===== src/hdl/wss_pkg.sv =====
// ----------------------------------------------------------------------------
// wss_pkg
// Shared codes, register indexes and reset values of the LED strip serializer.
// ----------------------------------------------------------------------------
package wss_pkg;

  // Default number of pixel entries.
  localparam int unsigned LedCapDefault = 64;

  // Pixel word width (green, red, blue).
  localparam int unsigned PixelW = 24;

  // Command codes
  localparam logic [1:0] CmdSetPixel = 2'd0;
  localparam logic [1:0] CmdRefresh  = 2'd1;
  localparam logic [1:0] CmdClear    = 2'd2;
  localparam logic [1:0] CmdTick     = 2'd3;

  // Status codes
  localparam logic [1:0] StOk    = 2'd0;
  localparam logic [1:0] StRange = 2'd1;
  localparam logic [1:0] StBusy  = 2'd2;

  // Register indexes
  localparam logic [2:0] RegStripLength = 3'd0;
  localparam logic [2:0] RegZeroHigh    = 3'd1;
  localparam logic [2:0] RegZeroLow     = 3'd2;
  localparam logic [2:0] RegOneHigh     = 3'd3;
  localparam logic [2:0] RegOneLow      = 3'd4;

  // Register reset values
  localparam logic [6:0] StripLengthRst = 7'd64;
  localparam logic [7:0] ZeroHighRst    = 8'd3;
  localparam logic [7:0] ZeroLowRst     = 8'd9;
  localparam logic [7:0] OneHighRst     = 8'd7;
  localparam logic [7:0] OneLowRst      = 8'd5;

endpackage


===== src/hdl/ws2812_strip_serializer.sv =====
// ----------------------------------------------------------------------------
// ws2812_strip_serializer
// Pixel store plus single-wire serializer for a chain of smart RGB LEDs.
// ----------------------------------------------------------------------------
//
//  Channel | Handshake              | Payload
//  --------+------------------------+------------------------------------------
//  in      | in_valid_i / in_ready_o| command_i, led_index_i, red_i, green_i,
//          |                        | blue_i
//  out     | out_valid_o/out_ready_i| line_level_o, busy_res_o, status_o,
//          |                        | frame_done_o
//  cfg     | cfg_we_i (no wait)     | cfg_index_i, cfg_data_i
//
//  Cycles: one item per cycle; its result appears in the output register the
//  cycle after it is accepted. The only loop is the bit/tick counter update,
//  a 9-bit add and compare.
//  Reset: all control state and the pixel valid bits clear at once, so no
//  clearing pass is needed and items are taken from the first cycle.
//  Stalls: in_ready_o drops only while a result sits in the output register
//  and out_ready_i is low; a stall on either side changes no state.
//
//  Pixel store: a one-read, one-write memory with registered read data, plus
//  one valid bit per entry. An entry that is not valid reads as zero, so a
//  clear command only drops the valid bits of the entries in use.
//  During a frame the read port fetches the pixel after the current one; the
//  word is moved into the current-pixel register when the last bit ends.
//  At frame start entry 0 is read in the accept cycle and used straight from
//  the read register until it is copied in the cycle after the accept.
// ----------------------------------------------------------------------------
module ws2812_strip_serializer
  import wss_pkg::*;
#(
  parameter int unsigned LedCap = LedCapDefault
) (
  input  logic       clk_i,
  input  logic       rst_ni,
  // command / tick items
  input  logic       in_valid_i,
  output logic       in_ready_o,
  input  logic [1:0] command_i,
  input  logic [7:0] led_index_i,
  input  logic [7:0] red_i,
  input  logic [7:0] green_i,
  input  logic [7:0] blue_i,
  // result items
  output logic       out_valid_o,
  input  logic       out_ready_i,
  output logic       line_level_o,
  output logic       busy_res_o,
  output logic [1:0] status_o,
  output logic       frame_done_o,
  // configuration writes
  input  logic       cfg_we_i,
  input  logic [2:0] cfg_index_i,
  input  logic [7:0] cfg_data_i
);

  // The 7-bit length register never reaches entries beyond 127.
  localparam int unsigned Depth  = (LedCap < 128) ? LedCap : 128;
  localparam int unsigned AddrW  = (Depth > 1) ? $clog2(Depth) : 1;
  localparam logic [7:0]  DepthL = 8'(Depth);

  // --------------------------------------------------------------------------
  // Configuration registers
  // --------------------------------------------------------------------------
  logic [6:0] len_cfg_q;
  logic [7:0] zero_hi_q, zero_lo_q, one_hi_q, one_lo_q;

  always_ff @(posedge clk_i or negedge rst_ni) begin
    if (!rst_ni) begin
      len_cfg_q <= StripLengthRst;
      zero_hi_q <= ZeroHighRst;
      zero_lo_q <= ZeroLowRst;
      one_hi_q  <= OneHighRst;
      one_lo_q  <= OneLowRst;
    end else if (cfg_we_i) begin
      case (cfg_index_i)
        RegStripLength: len_cfg_q <= cfg_data_i[6:0];
        RegZeroHigh:    zero_hi_q <= cfg_data_i;
        RegZeroLow:     zero_lo_q <= cfg_data_i;
        RegOneHigh:     one_hi_q  <= cfg_data_i;
        RegOneLow:      one_lo_q  <= cfg_data_i;
        default: ;
      endcase
    end
  end

  // effective strip length: min(strip_length, entries)
  logic [7:0] eff_len;
  assign eff_len = ({1'b0, len_cfg_q} < DepthL) ? {1'b0, len_cfg_q} : DepthL;

  // --------------------------------------------------------------------------
  // Frame state
  // --------------------------------------------------------------------------
  logic             sending_q, sending_d;
  logic [AddrW-1:0] pix_pos_q, pix_pos_d;
  logic [4:0]       bit_pos_q, bit_pos_d;
  logic [8:0]       tick_q, tick_d;
  logic             load_pend_q, load_pend_d;
  logic [PixelW-1:0] cur_q, cur_d;

  // pixel store
  logic [PixelW-1:0] mem_q [Depth];
  logic [Depth-1:0]  valid_q, valid_d;
  logic [PixelW-1:0] rd_data_q;
  logic              rd_vld_q;
  logic [AddrW-1:0]  rd_addr;
  logic              wr_en;
  logic [AddrW-1:0]  wr_addr;
  logic [PixelW-1:0] wr_data;

  // output register
  logic       out_valid_q;
  logic       line_q, line_d;
  logic       busy_q, busy_d;
  logic [1:0] status_q, status_d;
  logic       done_q, done_d;

  logic accept;
  assign in_ready_o = !out_valid_q || out_ready_i;
  assign accept     = in_valid_i && in_ready_o;

  // --------------------------------------------------------------------------
  // Current slot level
  // --------------------------------------------------------------------------
  logic [PixelW-1:0] rd_word, cur_word;
  logic              cur_bit;
  logic [7:0]        hi_raw, lo_raw, hi_t, lo_t;
  logic [8:0]        span, tick_inc;
  logic              cur_level;

  assign rd_word  = rd_vld_q ? rd_data_q : '0;
  assign cur_word = load_pend_q ? rd_word : cur_q;
  assign cur_bit  = cur_word[5'd23 - bit_pos_q];
  assign hi_raw   = cur_bit ? one_hi_q : zero_hi_q;
  assign lo_raw   = cur_bit ? one_lo_q : zero_lo_q;
  // a zero timing value counts as one tick
  assign hi_t     = (hi_raw == 8'd0) ? 8'd1 : hi_raw;
  assign lo_t     = (lo_raw == 8'd0) ? 8'd1 : lo_raw;
  assign span     = {1'b0, hi_t} + {1'b0, lo_t};
  assign tick_inc = tick_q + 9'd1;
  assign cur_level = (tick_q < {1'b0, hi_t});

  // next pixel to prefetch while a frame runs
  logic [7:0] next_pos;
  logic       start_frame, clear_cmd;
  assign next_pos = 8'(pix_pos_q) + 8'd1;

  // --------------------------------------------------------------------------
  // Item processing
  // --------------------------------------------------------------------------
  always_comb begin
    sending_d   = sending_q;
    pix_pos_d   = pix_pos_q;
    bit_pos_d   = bit_pos_q;
    tick_d      = tick_q;
    load_pend_d = 1'b0;
    cur_d       = load_pend_q ? rd_word : cur_q;
    valid_d     = valid_q;
    wr_en       = 1'b0;
    wr_addr     = led_index_i[AddrW-1:0];
    wr_data     = {green_i, red_i, blue_i};
    start_frame = 1'b0;
    clear_cmd   = 1'b0;
    line_d      = 1'b0;
    busy_d      = 1'b0;
    status_d    = StOk;
    done_d      = 1'b0;

    if (accept) begin
      if (command_i == CmdTick) begin
        if (sending_q) begin
          busy_d = 1'b1;
          line_d = cur_level;
          tick_d = tick_inc;
          if (tick_inc >= span) begin
            tick_d = '0;
            if (bit_pos_q >= 5'd23) begin
              bit_pos_d = '0;
              if (next_pos >= eff_len) begin
                sending_d = 1'b0;
                pix_pos_d = '0;
                done_d    = 1'b1;
              end else begin
                pix_pos_d = pix_pos_q + AddrW'(1);
                cur_d     = rd_word;
              end
            end else begin
              bit_pos_d = bit_pos_q + 5'd1;
            end
          end
        end
      end else if (sending_q) begin
        busy_d   = 1'b1;
        status_d = StBusy;
        line_d   = cur_level;
      end else if (command_i == CmdSetPixel) begin
        if (led_index_i < eff_len) begin
          wr_en = 1'b1;
          valid_d[led_index_i[AddrW-1:0]] = 1'b1;
        end else begin
          status_d = StRange;
        end
      end else begin
        if (command_i == CmdClear) begin
          clear_cmd = 1'b1;
          for (int i = 0; i < int'(Depth); i++) begin
            if (8'(i) < eff_len) valid_d[i] = 1'b0;
          end
        end
        if (eff_len != 8'd0) begin
          start_frame = 1'b1;
          sending_d   = 1'b1;
          pix_pos_d   = '0;
          bit_pos_d   = '0;
          tick_d      = '0;
          load_pend_d = 1'b1;
          busy_d      = 1'b1;
        end
      end
    end
  end

  // read entry 0 while idle and at frame start, else the pixel after the current one
  always_comb begin
    if (start_frame || !sending_q) begin
      rd_addr = '0;
    end else if (next_pos < DepthL) begin
      rd_addr = next_pos[AddrW-1:0];
    end else begin
      rd_addr = '0;
    end
  end

  // --------------------------------------------------------------------------
  // Pixel memory
  // --------------------------------------------------------------------------
  always_ff @(posedge clk_i) begin
    if (wr_en) begin
      mem_q[wr_addr] <= wr_data;
    end
    rd_data_q <= mem_q[rd_addr];
    // a clear in the same cycle drops entry 0
    rd_vld_q  <= valid_q[rd_addr] && !clear_cmd;
  end

  // --------------------------------------------------------------------------
  // Registers
  // --------------------------------------------------------------------------
  always_ff @(posedge clk_i or negedge rst_ni) begin
    if (!rst_ni) begin
      sending_q   <= 1'b0;
      pix_pos_q   <= '0;
      bit_pos_q   <= '0;
      tick_q      <= '0;
      load_pend_q <= 1'b0;
      valid_q     <= '0;
      out_valid_q <= 1'b0;
    end else begin
      sending_q   <= sending_d;
      pix_pos_q   <= pix_pos_d;
      bit_pos_q   <= bit_pos_d;
      tick_q      <= tick_d;
      load_pend_q <= load_pend_d;
      valid_q     <= valid_d;
      if (accept) begin
        out_valid_q <= 1'b1;
      end else if (out_ready_i) begin
        out_valid_q <= 1'b0;
      end
    end
  end

  always_ff @(posedge clk_i) begin
    cur_q <= cur_d;
    if (accept) begin
      line_q   <= line_d;
      busy_q   <= busy_d;
      status_q <= status_d;
      done_q   <= done_d;
    end
  end

  assign out_valid_o  = out_valid_q;
  assign line_level_o = line_q;
  assign busy_res_o   = busy_q;
  assign status_o     = status_q;
  assign frame_done_o = done_q;

  // --------------------------------------------------------------------------
  // Assertions
  // --------------------------------------------------------------------------
  // a high line or a busy rejection only comes from a running frame
  a_line_busy: assert property (@(posedge clk_i) disable iff (!rst_ni)
    out_valid_o && (line_level_o || status_o == StBusy) |-> busy_res_o)
    else $error("line high or busy status without busy flag");

  // the frame ends on the last tick it reports
  a_done_ends: assert property (@(posedge clk_i) disable iff (!rst_ni)
    accept && done_d |=> !sending_q)
    else $error("frame still sending after frame_done");

  // entry 0 is taken from the read register only right after a frame start
  a_load_pend: assert property (@(posedge clk_i) disable iff (!rst_ni)
    load_pend_q |-> sending_q && pix_pos_q == '0 && $past(start_frame))
    else $error("pixel load pending outside frame start");

  // the frame position never passes the stored entries
  a_pos_range: assert property (@(posedge clk_i) disable iff (!rst_ni)
    sending_q |-> 8'(pix_pos_q) < DepthL && bit_pos_q <= 5'd23)
    else $error("frame position out of range");

endmodule

===== config.mk =====
export PLATFORM = sky130hd
export DESIGN_NAME = ws2812_strip_serializer
export DESIGN_NICKNAME = d
export VERILOG_FILES = /design/src/hdl/wss_pkg.sv /design/src/hdl/ws2812_strip_serializer.sv
export SDC_FILE = /design/constraint.sdc
export NUM_CORES = 2
export LEC_CHECK = 0
export ABC_AREA = 1
export BUFFER_PORTS_ARGS = -buffer_cell sky130_fd_sc_hd__buf_2
export CORE_UTILIZATION = 47
export CTS_BUF_LIST = sky130_fd_sc_hd__clkbuf_4 sky130_fd_sc_hd__clkbuf_8
export DETAILED_ROUTE_END_ITERATION = 8
export PLACE_DENSITY_LB_ADDON = 0.3
export SYNTH_ARGS = -nofsm -noshare
export SYNTH_HDL_FRONTEND = slang
export SYNTH_SLANG_ARGS = --single-unit

===== constraint.sdc =====
create_clock -name clk_i -period 5.3 [get_ports clk_i]
set_input_delay 1.06 -clock clk_i [delete_from_list [all_inputs] [get_ports clk_i]]
set_output_delay 1.06 -clock clk_i [all_outputs]
set_load 0.02 [all_outputs]

==> flow_summary.toml <==
[synth]
syn_avg_cell_area_sq_um = 13.0
ys_types = 55
synth-async-reset-ratio = 0.0734
synth_cells = 5595
ys_seq_area_frac = 0.695
yosysTopAreaCellShare = 0.638
syn_nets = 5688
synth.area.top_cells = "edfxtp_1 64%, o211ai_1 8.1%, nand3_1 5.6%"
ys_ff_latch = 1716
yosysWarnings = 0
syn_area_sq_um = 72500
synth_edf_count = 1541
synth_ff_type = "edfxtp_1"
synth_top_cell_by_area = "edfxtp_1"

[die]
die_height_microns = 395
start_util = 0.475
dieArea_sq_um = 156000
die_x_microns = 395
rows = 143
boundaryPins = 57
coreArea_sq_um = 153000

[route]
dr.pass1.iters = 6
drt_iter0_drc = 5542
wl_per_cell_microns = 25.1
postRouteWirelength_microns = 201000
ant_nets = 0
drc = 0
vias = 47700
routed_via_density = 5.97

[cells_and_area]
final_common_cell = "edfxtp_1"
postLayoutCoreUtil = 0.535
drive_gt1_frac = 0.218
fillCellCount = 12600
area_growth_pct = 12.7
nNetsFinal = 5863
final_cell_mix = "1541 x edfxtp_1, 794 x nand3_1, 782 x o211ai_1"
finalNonFillerCells = 7990

[power]
switching_power_w = 0.00950
pwr-share-comb = 0.197
ir_worst_vdd_mv = 0.346
static-leakage-power_nw = 27.4
internal-power_w = 0.0236
pwr-share-clk = 0.338
sw_frac_of_total = 0.287
pwr-share-seq = 0.465
p_per_area_nw_per_um2 = 405

[grt]
grt_pass1_vias = 46100
grt_max_degree = 161
use_met1 = 0.359
antenna_found_initial = 5
grt-ovfl-total = 0
use_met2 = 0.387
grt_use_total = 0.252
grt_pass1_wl_microns = 296000
busiest_layer = "met2"
use_met3 = 0.0470

[sta]
min_period_ns = 5.02
report.final.hold_viol_count = 0
fmaxAchievable_mhz = 199
relSlewSlack = 0.208
rsz0062_at_grt = "yes"
clock_skew_ns = 0.0609
fin_crit_sh = 0.947
worst_pin_slew_ns = 1.18
slew_viol_final = 0
setup_viol = 0

[worst_setup_path]
r2r_slack_ns = 0.28
worstPathRequired_ns = 6.18
critPathKind = "flop to flop"
r2r_end = "cur_q[19]$_DFF_P_"
critical_path.endpoint = "cur_q[19]$_DFF_P_"
cp_top_family = "simple AND/OR/NAND/NOR gates"
slowest_delay_ns = 0.42
critPathLaunchType = "flop"
crit_fanout = 27
crit_cells = 36
ff2ff_path_depth = 36
cp-startpoint = "load_pend_q$_DFF_PN0_"
cpMaxStageDelayCell = "dfrtp_2"
regToRegStartpoint = "load_pend_q$_DFF_PN0_"
path_buf_inv = 8
worstSetupEndpointType = "flop"
critPathMostFrequentCell = "nand2_1"
arrival_ns = 5.90

[placement]
gp_congestion = 0.919
dp_hpwl_microns = 106000
port-buffer-count = 56
dp.cells = 7492

[clocking]
cts_root_buf = "clkbuf_8"
insertion_delay_ns = 1.01
htree_num_levels = 5
cts_tree = "yes"
cts_made_buffers = 293
cts_sinks = 1716
clockBufferDepth = 4
clkTransAtPathRegs_ns = 0.06

[job]
cap_violations = 0

[run_status]
run_status = "completed"

[hold_path]
hp-class = "input port to flop"
cell families after synthesis:
| kind of cell | count (synthesis) | synth area share |
|---|---|---|
| and+or+nand+nor | 2114 | 0.154 |
| AOI/OAI and AO/OA | 1117 | 0.108 |
| muxes | 2 | 0.000276 |
| adders and majority gates | 43 | 0.00752 |
| xor gates and xnor gates | 17 | 0.00205 |
| buffers and inverters | 586 | 0.0336 |
| DFF | 1716 | 0.695 |
worst min-delay path: stages:
cell and delay, ns:
buf_2 0.07, inv_1 0.03, nand2_1 0.08, nand2_1 0.06
synthesized netlist by cell type (42+ instances only):
master / n
a21oi_1: 79
buf_2: 126
clkbuf_1: 200
dfrtp_1: 116
dfxtp_1: 49
edfxtp_1: 1541
ha_1: 42
inv_1: 172
nand2_1: 311
nand3_1: 807
nor2_1: 99
nor3_1: 84
o211ai_1: 782
o21ai_0: 131
or2_0: 167
or2_1: 196
or2_2: 406
flip-flops by register name, summed over array words and instances, names as in the netlist, 9 cells and up:
name / count
cur_q: 24
mem_q: 1536
rd_data_q: 24
tick_q: 9
valid_q: 64
power by group through the flow:
stage / clock network (W) / logic, W / registers (W)
6_report: 0.0112 / 0.00652 / 0.0154
5_1_grt: 0.0119 / 0.00710 / 0.0154
4_1_cts: 0.0113 / 0.00602 / 0.0154
3_5_place_dp: 0 / 0.00599 / 0.0156
3_3_place_gp: 0 / 0.00590 / 0.0156
2_1_floorplan: 0 / 0.00387 / 0.0156
how the worst min path moves through the flow:
stage	from	end	slack (ns)	cells past startpoint
finish	out_ready_i	out_valid_o$_DFFE_PN0P_	0.34	4
global route	out_ready_i	out_valid_o$_DFFE_PN0P_	0.30	4
CTS	out_ready_i	out_valid_o$_DFFE_PN0P_	0.24	4
detailed placement	zero_hi_q[6]$_DFFE_PN0P_	zero_hi_q[6]$_DFFE_PN0P_	0.47	2
global placement	zero_hi_q[7]$_DFFE_PN0P_	zero_hi_q[7]$_DFFE_PN0P_	0.46	2
floorplan	zero_hi_q[3]$_DFFE_PN0P_	zero_hi_q[3]$_DFFE_PN0P_	0.44	2
through the flow:
step | cell area, sq um | hold slack [ns] | setup WS, ns | total power, W | TNS, ns
floorplan | 72500 | 0.444 | 0.590 | 0.0194 | 0
global placement | 75800 | 0.460 | -0.0471 | 0.0215 | -0.165
detailed placement | 75800 | 0.470 | -0.116 | 0.0216 | -0.543
CTS | 81200 | 0.237 | 0.0508 | 0.0327 | 0
global route | 81700 | 0.299 | -0.144 | 0.0345 | -3.64
finish | 81700 | 0.339 | 0.279 | 0.0331 | 0
what timing repair did:
action | in CTS | in global routing
endpoints found under the setup margin | 7 | 46
hold buffers | 1 | 0
buffers inserted | 1 | 5
cloned | 0 | 6
hold endpoints to repair | 14 | 0
resized for setup | 2 | 100
pin swaps | 1 | 31
cell type report:
type / instances / area (sq um) / share of cell area
Sequential cell: 1716 / 50400 / 0.617
Multi-Input combinational cell: 3293 / 20300 / 0.248
Clock buffer: 401 / 4920 / 0.0603
Tap cell: 2030 / 2540 / 0.0311
Timing Repair Buffer: 270 / 2330 / 0.0286
Inverter: 196 / 768 / 0.00940
Clock inverter: 82 / 409 / 0.00501
Antenna cell: 2 / 5.00 / 0.0000613
layer usage:
layer,wire [microns],up-vias
met1,85900,23800
met3,16900,340
li1,-,21400
met4,6200,0
met2,91500,2091
met5,0,-
No activity file was read; power rests on OpenSTA's default activity.
